===== config.mk =====
export PLATFORM = sky130hd
export DESIGN_NAME = http_header_field_recognizer
export DESIGN_NICKNAME = d
export VERILOG_FILES = /design/src/hdl/hhfr_pkg.sv /design/src/hdl/http_header_field_recognizer.sv
export SDC_FILE = /design/constraint.sdc
export NUM_CORES = 1
export LEC_CHECK = 0
export ABC_CLOCK_PERIOD_IN_PS = 9400
export BUFFER_PORTS_ARGS = -buffer_cell sky130_fd_sc_hd__buf_4
export CORE_MARGIN = 2
export CORE_UTILIZATION = 25
export CTS_CLUSTER_SIZE = 20
export DETAILED_ROUTE_END_ITERATION = 12
export PLACE_DENSITY = 0.5
export SYNTH_ARGS = -nofsm -noshare
export SYNTH_HDL_FRONTEND = slang
export SYNTH_SLANG_ARGS = --single-unit

===== constraint.sdc =====
create_clock -name clk -period 9.4 [get_ports clk]
set_input_delay 1.88 -clock clk [delete_from_list [all_inputs] [get_ports clk]]
set_output_delay 1.88 -clock clk [all_outputs]
set_load 0.005 [all_outputs]

===== src/hdl/hhfr_pkg.sv =====
`default_nettype none

package hhfr_pkg;

  // Offset counter wraps modulo the buffer size, which must be a power of two.
  localparam int BUFFER_BYTES = 65536;
  localparam int OFFSET_W     = $clog2(BUFFER_BYTES);

  localparam int HDR_COUNT = 12;
  localparam int HDR_IDX_W = 4;
  localparam int LPOS_W    = 5;
  localparam int PFX_MAX   = 19;

  localparam logic [7:0] CH_LF    = 8'h0A;
  localparam logic [7:0] CH_CR    = 8'h0D;
  localparam logic [7:0] CH_TAB   = 8'h09;
  localparam logic [7:0] CH_VT    = 8'h0B;
  localparam logic [7:0] CH_FF    = 8'h0C;
  localparam logic [7:0] CH_SPACE = 8'h20;
  localparam logic [7:0] CH_PLUS  = 8'h2B;
  localparam logic [7:0] CH_MINUS = 8'h2D;
  localparam logic [7:0] CH_ZERO  = 8'h30;
  localparam logic [7:0] CH_NINE  = 8'h39;
  localparam logic [7:0] CH_UPPER_A = 8'h41;
  localparam logic [7:0] CH_UPPER_Z = 8'h5A;

  typedef enum logic [1:0] {
    KIND_STRING,
    KIND_INT,
    KIND_DATE
  } hdr_kind_t;

  typedef enum logic [1:0] {
    NUM_SKIP,
    NUM_SIGNED,
    NUM_DIGITS,
    NUM_DONE
  } num_phase_t;

  localparam logic [HDR_IDX_W-1:0] HDR_CONTENT_LENGTH    = 4'd0;
  localparam logic [HDR_IDX_W-1:0] HDR_IF_MODIFIED_SINCE = 4'd3;
  localparam logic [HDR_IDX_W-1:0] HDR_STATUS            = 4'd8;
  localparam logic [HDR_IDX_W-1:0] HDR_LAST              = 4'd11;

  // Prefix strings, lower case, right-justified in the vector.
  localparam logic [8*PFX_MAX-1:0] PFX_TEXT [HDR_COUNT] = '{
    "content-length: ", "content-type: ", "user-agent: ",
    "if-modified-since: ", "authorization: ", "referer: ", "cookie: ",
    "location: ", "status: ", "range: ", "connection: ",
    "transfer-encoding: "
  };

  localparam logic [LPOS_W-1:0] PFX_LEN [HDR_COUNT] = '{
    5'd16, 5'd14, 5'd12, 5'd19, 5'd15, 5'd9, 5'd8, 5'd10, 5'd8, 5'd7, 5'd12, 5'd19
  };

  localparam hdr_kind_t PFX_KIND [HDR_COUNT] = '{
    KIND_INT, KIND_STRING, KIND_STRING, KIND_DATE, KIND_STRING, KIND_STRING,
    KIND_STRING, KIND_STRING, KIND_INT, KIND_STRING, KIND_STRING, KIND_STRING
  };

  // Character at a line position of a prefix; zero beyond the longest prefix.
  function automatic logic [7:0] pfx_char(input logic [HDR_IDX_W-1:0] h,
                                          input logic [LPOS_W-1:0] pos);
    logic [8*PFX_MAX-1:0] text;
    logic [7:0] ch;
    text = PFX_TEXT[h] << (8 * (PFX_MAX - int'(PFX_LEN[h])));
    ch = 8'h00;
    if (int'(pos) < PFX_MAX) begin
      ch = text[8*(PFX_MAX-1-int'(pos)) +: 8];
    end
    return ch;
  endfunction

endpackage

`default_nettype wire


===== src/hdl/http_header_field_recognizer.sv =====
// Channel  Handshake            Payload
// in       in_valid / in_ready  byte_req[7:0], last
// out      out_valid / out_ready header_id[3:0], value_offset[15:0],
//                               value_length[15:0], number[31:0]
//
// One byte is taken per cycle; its result, if any, is in the output register
// on the following cycle. The per-byte work is the twelve prefix comparators
// and one multiply-by-ten step of the decimal accumulator.
// in_ready stays high while the output register is empty or being drained,
// so a stalled result holds only the input side, and only while it waits.
// Synchronous reset returns all line state and the offset counter to idle.

`default_nettype none

module http_header_field_recognizer
  import hhfr_pkg::*;
(
  input  wire logic        clk,
  input  wire logic        rst,
  input  wire logic        in_valid,
  output logic             in_ready,
  input  wire logic [7:0]  byte_req,
  input  wire logic        last,
  output logic             out_valid,
  input  wire logic        out_ready,
  output logic [3:0]       header_id,
  output logic [15:0]      value_offset,
  output logic [15:0]      value_length,
  output logic [31:0]      number
);

  logic [OFFSET_W-1:0]  byte_offset, byte_offset_next;
  logic [LPOS_W-1:0]    line_position, line_position_next;
  logic [HDR_COUNT-1:0] match_mask, match_mask_next;
  logic [HDR_IDX_W-1:0] matched_index, matched_index_next;
  logic                 matched_flag, matched_flag_next;
  logic [OFFSET_W-1:0]  value_start, value_start_next;
  logic [7:0]           previous_byte, previous_byte_next;
  logic [31:0]          accumulator, accumulator_next;
  num_phase_t           number_phase, number_phase_next;
  logic                 negative_flag, negative_flag_next;
  logic                 overflow_flag, overflow_flag_next;

  logic                 accept;
  logic                 is_newline;
  logic [OFFSET_W-1:0]  next_off;
  logic [7:0]           folded;
  logic                 feed_en;
  logic                 is_blank;
  logic                 is_digit;
  logic [35:0]          product;

  num_phase_t           feed_phase;
  logic [31:0]          feed_acc;
  logic                 feed_neg;
  logic                 feed_ovf;

  logic [HDR_COUNT-1:0] cmp_mask;
  logic                 cmp_hit;
  logic [HDR_IDX_W-1:0] cmp_idx;

  logic                 emit;
  logic [OFFSET_W-1:0]  end_off;
  logic [7:0]           last_value_byte;
  logic [OFFSET_W-1:0]  len;
  hdr_kind_t            kind;
  logic [3:0]           res_id;
  logic [15:0]          res_offset;
  logic [15:0]          res_length;
  logic [31:0]          res_number;

  assign in_ready   = !out_valid || out_ready;
  assign accept     = in_valid && in_ready;
  assign is_newline = (byte_req == CH_LF);
  assign next_off   = byte_offset + OFFSET_W'(1);
  assign folded     = (byte_req >= CH_UPPER_A && byte_req <= CH_UPPER_Z) ?
                      byte_req + 8'h20 : byte_req;
  assign kind       = PFX_KIND[matched_index];
  assign feed_en    = matched_flag && !is_newline && (kind == KIND_INT);
  assign is_blank   = (byte_req == CH_SPACE) || (byte_req == CH_TAB) ||
                      (byte_req == CH_VT) || (byte_req == CH_FF) || (byte_req == CH_CR);
  assign is_digit   = (byte_req >= CH_ZERO) && (byte_req <= CH_NINE);
  assign product    = ({4'b0, accumulator} << 3) + ({4'b0, accumulator} << 1) +
                      36'(byte_req - CH_ZERO);

  // Decimal parser: values after this byte; unchanged when not fed.
  always_comb begin
    feed_phase = number_phase;
    feed_acc   = accumulator;
    feed_neg   = negative_flag;
    feed_ovf   = overflow_flag;
    if (feed_en) begin
      unique case (number_phase)
        NUM_SKIP: begin
          if (is_blank) begin
            feed_phase = NUM_SKIP;
          end else if (byte_req == CH_PLUS || byte_req == CH_MINUS) begin
            feed_neg   = (byte_req == CH_MINUS);
            feed_phase = NUM_SIGNED;
          end else if (!is_digit) begin
            feed_phase = NUM_DONE;
          end else begin
            feed_phase = NUM_DIGITS;
            if (!overflow_flag) begin
              if (product[35:32] != 4'd0) feed_ovf = 1'b1;
              else feed_acc = product[31:0];
            end
          end
        end
        NUM_SIGNED, NUM_DIGITS: begin
          if (!is_digit) begin
            feed_phase = NUM_DONE;
          end else begin
            feed_phase = NUM_DIGITS;
            if (!overflow_flag) begin
              if (product[35:32] != 4'd0) feed_ovf = 1'b1;
              else feed_acc = product[31:0];
            end
          end
        end
        NUM_DONE: begin
          feed_phase = NUM_DONE;
        end
        default: begin
          feed_phase = number_phase;
        end
      endcase
    end
  end

  // Twelve prefix comparators; the lowest index completing here wins.
  always_comb begin
    cmp_mask = match_mask;
    cmp_hit  = 1'b0;
    cmp_idx  = '0;
    for (int h = 0; h < HDR_COUNT; h++) begin
      cmp_mask[h] = match_mask[h] && (line_position < PFX_LEN[h]) &&
                    (pfx_char(HDR_IDX_W'(h), line_position) == folded);
      if (cmp_mask[h] && (line_position == PFX_LEN[h] - 5'd1) && !cmp_hit) begin
        cmp_hit = 1'b1;
        cmp_idx = HDR_IDX_W'(h);
      end
    end
  end

  // Result for a recognized line, closed by newline or by the buffer end.
  always_comb begin
    emit            = matched_flag && (is_newline || last);
    end_off         = is_newline ? byte_offset : next_off;
    last_value_byte = is_newline ? previous_byte : byte_req;
    len             = end_off - value_start;
    if (len != '0 && last_value_byte == CH_CR) begin
      len = len - OFFSET_W'(1);
    end
    res_id     = matched_index;
    res_offset = 16'(value_start);
    res_length = 16'(len);
    res_number = '0;
    if (kind == KIND_INT) begin
      if (feed_ovf) res_number = '1;
      else if (feed_neg) res_number = 32'd0 - feed_acc;
      else res_number = feed_acc;
    end
    if (kind == KIND_DATE) begin
      res_offset = '0;
      res_length = '0;
      res_number = '0;
    end
  end

  always_comb begin
    byte_offset_next   = next_off;
    line_position_next = line_position;
    match_mask_next    = match_mask;
    matched_index_next = matched_index;
    matched_flag_next  = matched_flag;
    value_start_next   = value_start;
    previous_byte_next = byte_req;
    accumulator_next   = feed_acc;
    number_phase_next  = feed_phase;
    negative_flag_next = feed_neg;
    overflow_flag_next = feed_ovf;
    if (!matched_flag && !is_newline) begin
      match_mask_next = cmp_mask;
      if (cmp_hit && !last) begin
        matched_flag_next  = 1'b1;
        matched_index_next = cmp_idx;
        value_start_next   = next_off;
      end
      if (line_position != '1) begin
        line_position_next = line_position + LPOS_W'(1);
      end
    end
    if (is_newline || last) begin
      line_position_next = '0;
      match_mask_next    = '1;
      matched_index_next = '0;
      matched_flag_next  = 1'b0;
      value_start_next   = '0;
      previous_byte_next = '0;
      accumulator_next   = '0;
      number_phase_next  = NUM_SKIP;
      negative_flag_next = 1'b0;
      overflow_flag_next = 1'b0;
    end
    if (last) begin
      byte_offset_next = '0;
    end
  end

  always_ff @(posedge clk) begin
    if (rst) begin
      byte_offset   <= '0;
      line_position <= '0;
      match_mask    <= '1;
      matched_index <= '0;
      matched_flag  <= 1'b0;
      value_start   <= '0;
      previous_byte <= '0;
      accumulator   <= '0;
      number_phase  <= NUM_SKIP;
      negative_flag <= 1'b0;
      overflow_flag <= 1'b0;
    end else if (accept) begin
      byte_offset   <= byte_offset_next;
      line_position <= line_position_next;
      match_mask    <= match_mask_next;
      matched_index <= matched_index_next;
      matched_flag  <= matched_flag_next;
      value_start   <= value_start_next;
      previous_byte <= previous_byte_next;
      accumulator   <= accumulator_next;
      number_phase  <= number_phase_next;
      negative_flag <= negative_flag_next;
      overflow_flag <= overflow_flag_next;
    end
  end

  always_ff @(posedge clk) begin
    if (rst) begin
      out_valid <= 1'b0;
    end else if (accept && emit) begin
      out_valid <= 1'b1;
    end else if (out_ready) begin
      out_valid <= 1'b0;
    end
  end

  always_ff @(posedge clk) begin
    if (accept && emit) begin
      header_id    <= res_id;
      value_offset <= res_offset;
      value_length <= res_length;
      number       <= res_number;
    end
  end

endmodule

`default_nettype wire


==> results.py, run 1 <==
metrics = {
    "logic_synthesis": {
        "synth_commonest_cells": "nor2_1 (215), a21oi_1 (198), o21ai_0 (164)",
        "synth_most_common_cell": "nor2_1",
        "yosysTopAreaCellShare": 0.1147,
        "synthArstFlopShare": 0,
        "synth_cell_types": 115,
        "synth_area_leaders": "edfxtp_1 (11%), dfxtp_1 (11%), a21oi_1 (5.6%), ha_1 (5.0%), xnor2_1 (4.7%)",
        "synth.avg_cell_area_um2": 7.856,
        "ys_warn_count": 0,
        "synth_nets": 2383,
        "synth_seq_cells": 167,
        "yosysSeqAreaShare": 0.2259,
        "syn_area_mm2": 0.01781,
        "netlist_instances": 2267,
        "synth_edf_count": 68,
        "synthFlopType": "dfxtp_1",
        "synth_top_area_cell": "edfxtp_1",
    },
    "routing": {
        "postRouteAntennaNets": 0,
        "dr.pass1.iters": 5,
        "viasPerCell": 5.629,
        "drtIter0Drc": 1895,
        "wirelength_um": 67730,
        "vias": 17950,
        "routedWlPerCell_um": 21.24,
        "drc_errors": 0,
    },
    "power": {
        "clkPwrFrac": 0.388,
        "vdd_drop_max_mv": 0.08834,
        "p_sw_mw": 0.5674,
        "seqPwrFrac": 0.418,
        "power.share.switching": 0.3125,
        "power.leakage_nw": 7.000,
        "power.total_mw": 1.816,
        "power.internal_mw": 1.248,
        "combPwrFrac": 0.194,
        "power_density_mw_per_mm2": 92.59,
    },
    "critical_path": {
        "crit_fanout": 35,
        "setup.worst_path.end": "number[20]",
        "rr_worst_depth": 17,
        "crit_arrival_ns": 8.50,
        "path_class": "in2reg",
        "end_kind": "flip-flop",
        "rr_endpoint": "matched_index[0]",
        "reg2reg_slack_ns": 3.13,
        "critPathLaunch": "byte_req[4]",
        "critPathRequiredTime_ns": 9.56,
        "startpoint_type": "input pin",
        "r2r_start": "line_position[0]",
    },
    "clocking": {
        "cts_tree": "done",
        "clk_pin_slew_ns": 0.07,
        "cts.sinks": 167,
        "clk_latency_ns": 0.46,
        "hold_buffers": 0,
        "cts-root-buf": "clkbuf_16",
        "postCtsSetupBuffers": 0,
        "cts_buffers": 17,
        "cts_max_level": 4,
        "cts_resized": 0,
        "ctsLongestPathBuffers": 2,
    },
    "timing": {
        "skew_ns": 0.01640,
        "fmax_mhz": 120.0,
        "period_needed_ns": 8.335,
        "setup_viol": 0,
        "worst_pin_slew_ns": 1.041,
        "max_slew_margin": 0.3061,
        "hold_violations": 0,
        "fin_crit_sh": 0.8867,
        "setup-tns-final_ns": 0,
        "slew_viol_final": 0,
        "rsz0062_at_grt": "false",
    },
    "grt": {
        "grt_util_all_layers": 0.1801,
        "grt_overflow": 0,
        "antenna_found_initial": 1,
        "grt_start_max_net_pins": 86,
        "first_global_vias": 16880,
        "grt_first_pass_wirelength_um": 104300,
    },
    "floorplan": {
        "dieArea_mm2": 0.07339,
        "num_rows": 97,
        "die_w_um": 270.9,
        "core_area_mm2": 0.07027,
        "die_h_um": 270.9,
        "io_pins": 83,
        "initial_core_util": 0.2534,
    },
    "final_layout": {
        "post-route-util": 0.2791,
        "layout.nets": 2350,
        "drive_above_1_share": 0.1108,
        "regArea_mm2": 0.004029,
        "fill_cells": 7592,
        "multi_input_area_mm2": 0.01267,
        "area_growth_pct": 10.11,
    },
    "place": {
        "gp_congestion": 0.9622,
        "port_buffers": 82,
        "hpwl_um": 49270,
    },
    "flow_run": {
        "max_cap_violations": 0,
    },
    "worst_hold_path": {
        "hold_class": "reg2reg",
    },
    "status": {
        "run_status": "finished, final reports clean",
    },
}
-- cell families after synthesis --
group | count (synthesis) | share of synthesized area
mux | 13 | 0.007587
simple gates | 781 | 0.2242
fa+ha+maj | 103 | 0.08585
flops | 167 | 0.2259
xor+xnor | 148 | 0.07524
buf+inv | 248 | 0.06323
compound gates | 807 | 0.3180
-- how the worst min path moves through the flow --
stage	startpoint	to	slack, ns	depth (start not counted)
after detailed placement	previous_byte[1]	previous_byte[1]	0.44	2
after floorplan	previous_byte[1]	previous_byte[1]	0.43	2
after CTS	previous_byte[1]	previous_byte[1]	0.46	2
after global routing	previous_byte[4]	previous_byte[4]	0.48	2
final	previous_byte[4]	previous_byte[4]	0.46	2
after global placement	previous_byte[3]	previous_byte[3]	0.44	2
-- through the flow --
step / instances / setup WS (ns) / hold WS, ns / instance area (um^2)
finish: 3188 / 1.065 / 0.4581 / 19610
global route: 3187 / 0.7549 / 0.4787 / 19610
CTS: 3187 / 1.240 / 0.4561 / 19610
detailed placement: 3155 / 0.7938 / 0.4424 / 19050
global placement: 3155 / 0.9230 / 0.4388 / 19050
floorplan: 2267 / 1.572 / 0.4269 / 17810
-- critical path, stage by stage --
cell	delay, ns
buf_4	0.21
ha_1	0.27
or3_1	0.45
inv_1	0.10
buf_4	0.41
fa_1	0.50
ha_1	0.48
a21oi_1	0.14
o21ai_0	0.32
a31oi_4	0.10
a211oi_1	0.48
o21ai_0	0.31
xor2_2	0.34
o2111a_1	0.27
nor2_2	0.05
buf_4	0.30
nand2_1	0.12
nand2_1	0.09
inv_1	0.07
ha_1	0.20
a21boi_1	0.27
o21ai_0	0.35
o41ai_1	0.51
xor2_1	0.18
a21oi_1	0.08
-- area by class of cell --
class	instances	share of cell area
multi-input combinational	1852	0.6461
antenna	1	0.0001276
tap	940	0.05998
clock inverter	8	0.002871
sequential	167	0.2054
inverter	80	0.01531
timing repair buffer	116	0.04441
clock buffer	24	0.02571
-- cell usage in the layout, fill, tap and decap left out, drive strengths merged, types with 18 or more instances in the layout --
cell | netlist | final
nor4 | 21 | 21
inv | 77 | 81
dfxtp | 99 | 99
clkbuf | 86 | 24
o2111ai | 19 | 19
a211oi | 42 | 42
buf | 82 | 116
nor2 | 220 | 220
nand4 | 26 | 26
a22oi | 70 | 70
nor3 | 63 | 63
a21oi | 206 | 206
a31oi | 21 | 21
nand2 | 164 | 164
nand3 | 77 | 77
a21o | 18 | 18
edfxtp | 68 | 68
nand2b | 23 | 23
or3 | 22 | 22
nor2b | 29 | 29
ha | 71 | 71
o21ai | 179 | 179
and3 | 23 | 23
and2 | 22 | 22
o31ai | 23 | 23
or2 | 21 | 21
o21a | 23 | 23
fa | 32 | 32
o211ai | 28 | 28
xor2 | 48 | 48
xnor2 | 99 | 99
-- metal layers --
layer	global-route usage	up-vias	routed length, um
met5	0	-	15
met4	0.05176	2	1448
met3	0.02521	90	4284
met2	0.2689	717	28820
met1	0.2661	8730	33160
li1	-	8407	-
-- flip-flops by register name (all words and copies together), names as in the netlist, 4 cells and up --
name / cells
value_offset: 16
value_start: 16
accumulator: 32
byte_offset: 16
header_id: 4
previous_byte: 8
matched_index: 4
match_mask: 12
value_length: 16
line_position: 5
number: 32
-- power groups by stage --
| stage | combinational [mW] | sequential (mW) | clock [mW] |
|---|---|---|---|
| finish | 0.352 | 0.759 | 0.705 |
| global route | 0.381 | 0.759 | 0.755 |
| CTS | 0.345 | 0.759 | 0.731 |
| detailed placement | 0.343 | 0.775 | 0 |
| global placement | 0.341 | 0.776 | 0 |
| floorplan | 0.249 | 0.773 | 0 |
(Power assumes the default switching activity.)
==> inputs of run 2 (changes only) <==
CORE_ASPECT_RATIO = 0.6   (was not set)
RECOVER_POWER = 50   (was not set)
==> results.py, run 2 (synthesized netlist as in run 1, its figures left out) <==
metrics = {
    "floorplan": {
        "die_w_um": 348.6,
        "core_area_mm2": 0.07019,
        "num_rows": 75,
        "dieArea_mm2": 0.07346,
        "die_h_um": 210.7,
        "initial_core_util": 0.2537,
        "io_pins": 83,
    },
    "timing": {
        "setup_ws_ns": 0.9334,
        "slew_viol_final": 181,
        "worst_pin_slew_ns": 3.425,
        "setup-tns-final_ns": 0,
        "period_needed_ns": 8.467,
        "max_slew_margin": -1.307,
        "rsz0062_at_grt": "false",
        "skew_ns": 0.01359,
        "setup_viol": 0,
        "whs_ns": 0.4607,
        "fmax_mhz": 118.1,
        "hold_violations": 0,
        "fin_crit_sh": 0.9007,
    },
    "grt": {
        "grt_overflow": 0,
        "antenna_found_initial": 5,
        "first_global_vias": 17150,
        "grt_util_all_layers": 0.2043,
        "grt_first_pass_wirelength_um": 114500,
        "grt_start_max_net_pins": 72,
    },
    "status": {
        "run_status": "complete, but fails checks",
        "violations": "max-capacitance violations, max-slew violations",
    },
    "place": {
        "port_buffers": 82,
        "placed_area_mm2": 0.01906,
        "gp_congestion": 1.009,
        "hpwl_um": 58250,
        "dp_slack_ns": 0.8185,
    },
    "critical_path": {
        "rr_worst_depth": 14,
        "cp_slowest_stage_delay_ns": 2.53,
        "critPathLaunch": "byte_req[4]",
        "rr_endpoint": "matched_index[0]",
        "slowest_stage": "o21ai_0",
        "r2r_start": "line_position[0]",
        "startpoint_type": "input pin",
        "end_kind": "flip-flop",
        "path_class": "in2reg",
        "critPathRequiredTime_ns": 9.59,
        "cp.buffers_inverters": 4,
        "reg2reg_slack_ns": 2.95,
        "crit_family": "compound AO/OA/AOI/OAI gates",
        "cp_cell_sequence": "buf_4, inv_1, ha_1, and2_0, nand4_1, clkbuf_1, nand3_1, inv_1, nand4_1, nor2_1, nor2_1, o21ai_0, o21ai_0, xnor2_1, a21oi_1",
        "crit_fanout": 24,
        "crit_arrival_ns": 8.66,
    },
    "routing": {
        "routedWlPerCell_um": 24.04,
        "postRouteAntennaNets": 0,
        "viasPerCell": 5.868,
        "drtIter0Drc": 2837,
        "dr.pass1.iters": 7,
        "drc_errors": 0,
        "wirelength_um": 76360,
        "vias": 18640,
    },
    "worst_hold_path": {
        "min_path_cells": 2,
        "hold-path-endpoint": "previous_byte[4]",
        "min-delay-start": "previous_byte[4]",
        "hold_class": "reg2reg",
    },
    "power": {
        "power.leakage_nw": 6.955,
        "vdd_drop_max_mv": 0.1365,
        "power_density_mw_per_mm2": 96.45,
    },
    "clocking": {
        "cts.sinks": 167,
        "cts_tree": "done",
        "hold_buffers": 0,
        "cts_resized": 0,
        "clk_latency_ns": 0.46,
        "cts_buffers": 17,
        "clk_pin_slew_ns": 0.08,
        "ctsLongestPathBuffers": 2,
        "cts_max_level": 4,
        "cts-root-buf": "clkbuf_16",
        "postCtsSetupBuffers": 0,
    },
    "final_layout": {
        "final_cell_area_mm2": 0.01959,
        "layout.nets": 2353,
        "layout_commonest_cell": "nor2_1",
        "area_growth_pct": 9.976,
        "top_regs": "accumulator (32), number (32)",
        "drive_above_1_share": 0.1040,
        "layout_common_cells": "nor2_1 (214), a21oi_1 (198), o21ai_0 (164)",
    },
    "flow_run": {
        "max_cap_violations": 4,
    },
}
-- run 2: cell count changes in the layout (fill, tap and decap cells not counted), sizes merged --
| cell | previous run | this run |
|---|---|---|
| clkbuf | 24 | 96 |
| clkinvlp | 0 | 2 |
| inv | 81 | 84 |
| buf | 116 | 42 |
| diode | 1 | 3 |
-- run 2: worst max-delay path by stage --
stage	to	slack, ns	depth (start not counted)
floorplan	number[20]	1.57	22
global placement	number[20]	0.90	22
detailed placement	number[30]	0.82	23
CTS	number[30]	1.31	23
global route	number[13]	0.51	15
finish	number[13]	0.93	15
-- run 2: worst register-to-register path, stage by stage, from the launching register on --
cell,delay (ns)
dfxtp_2,0.55
buf_4,0.34
buf_4,0.53
a21oi_2,0.22
xnor2_2,0.83
a21oi_2,0.26
a2111oi_4,0.54
xnor2_1,0.15
nor4_1,0.69
nand4_1,0.42
o22ai_1,0.36
or3b_1,0.20
o311a_1,0.85
o31ai_1,0.24
a21oi_2,0.19
-- run 2: cell type report --
| cell class | instances | area, um^2 |
|---|---|---|
| timing repair buffer | 119 | 804.5 |
| clock buffer | 19 | 464.2 |
| multi-input combinational | 1852 | 12680 |
| fill | 7579 | 50610 |
| inverter | 80 | 301.5 |
| clock inverter | 13 | 147.6 |
| antenna | 3 | 7.507 |
| sequential | 167 | 4029 |
| tap | 924 | 1156 |
-- run 2: metal layers --
metal	vias to the layer above	track usage	wire (um)
li1	8421	-	-
met1	9076	0.3400	39790
met2	1092	0.2403	25990
met3	53	0.07124	9923
met4	0	0.02542	653
met5	-	0	0
-- run 2: report_power, final --
group / switching (mW) / leakage, nW / total (mW) / internal [mW]
clock: 0.379 / 0.298 / 0.760 / 0.380
combinational: 0.255 / 5.32 / 0.370 / 0.115
sequential: 0.00593 / 1.34 / 0.760 / 0.754
total: 0.640 / 6.96 / 1.89 / 1.25
-- run 2: stage by stage --
step	total power [mW]	std cells	util
2_1_floorplan	1.022	2267	-
3_3_place_gp	1.129	3142	0.2716
3_5_place_dp	1.129	3142	0.2716
4_1_cts	1.890	3174	0.2803
5_1_grt	1.957	3177	0.2790
6_report	1.889	3177	0.2790
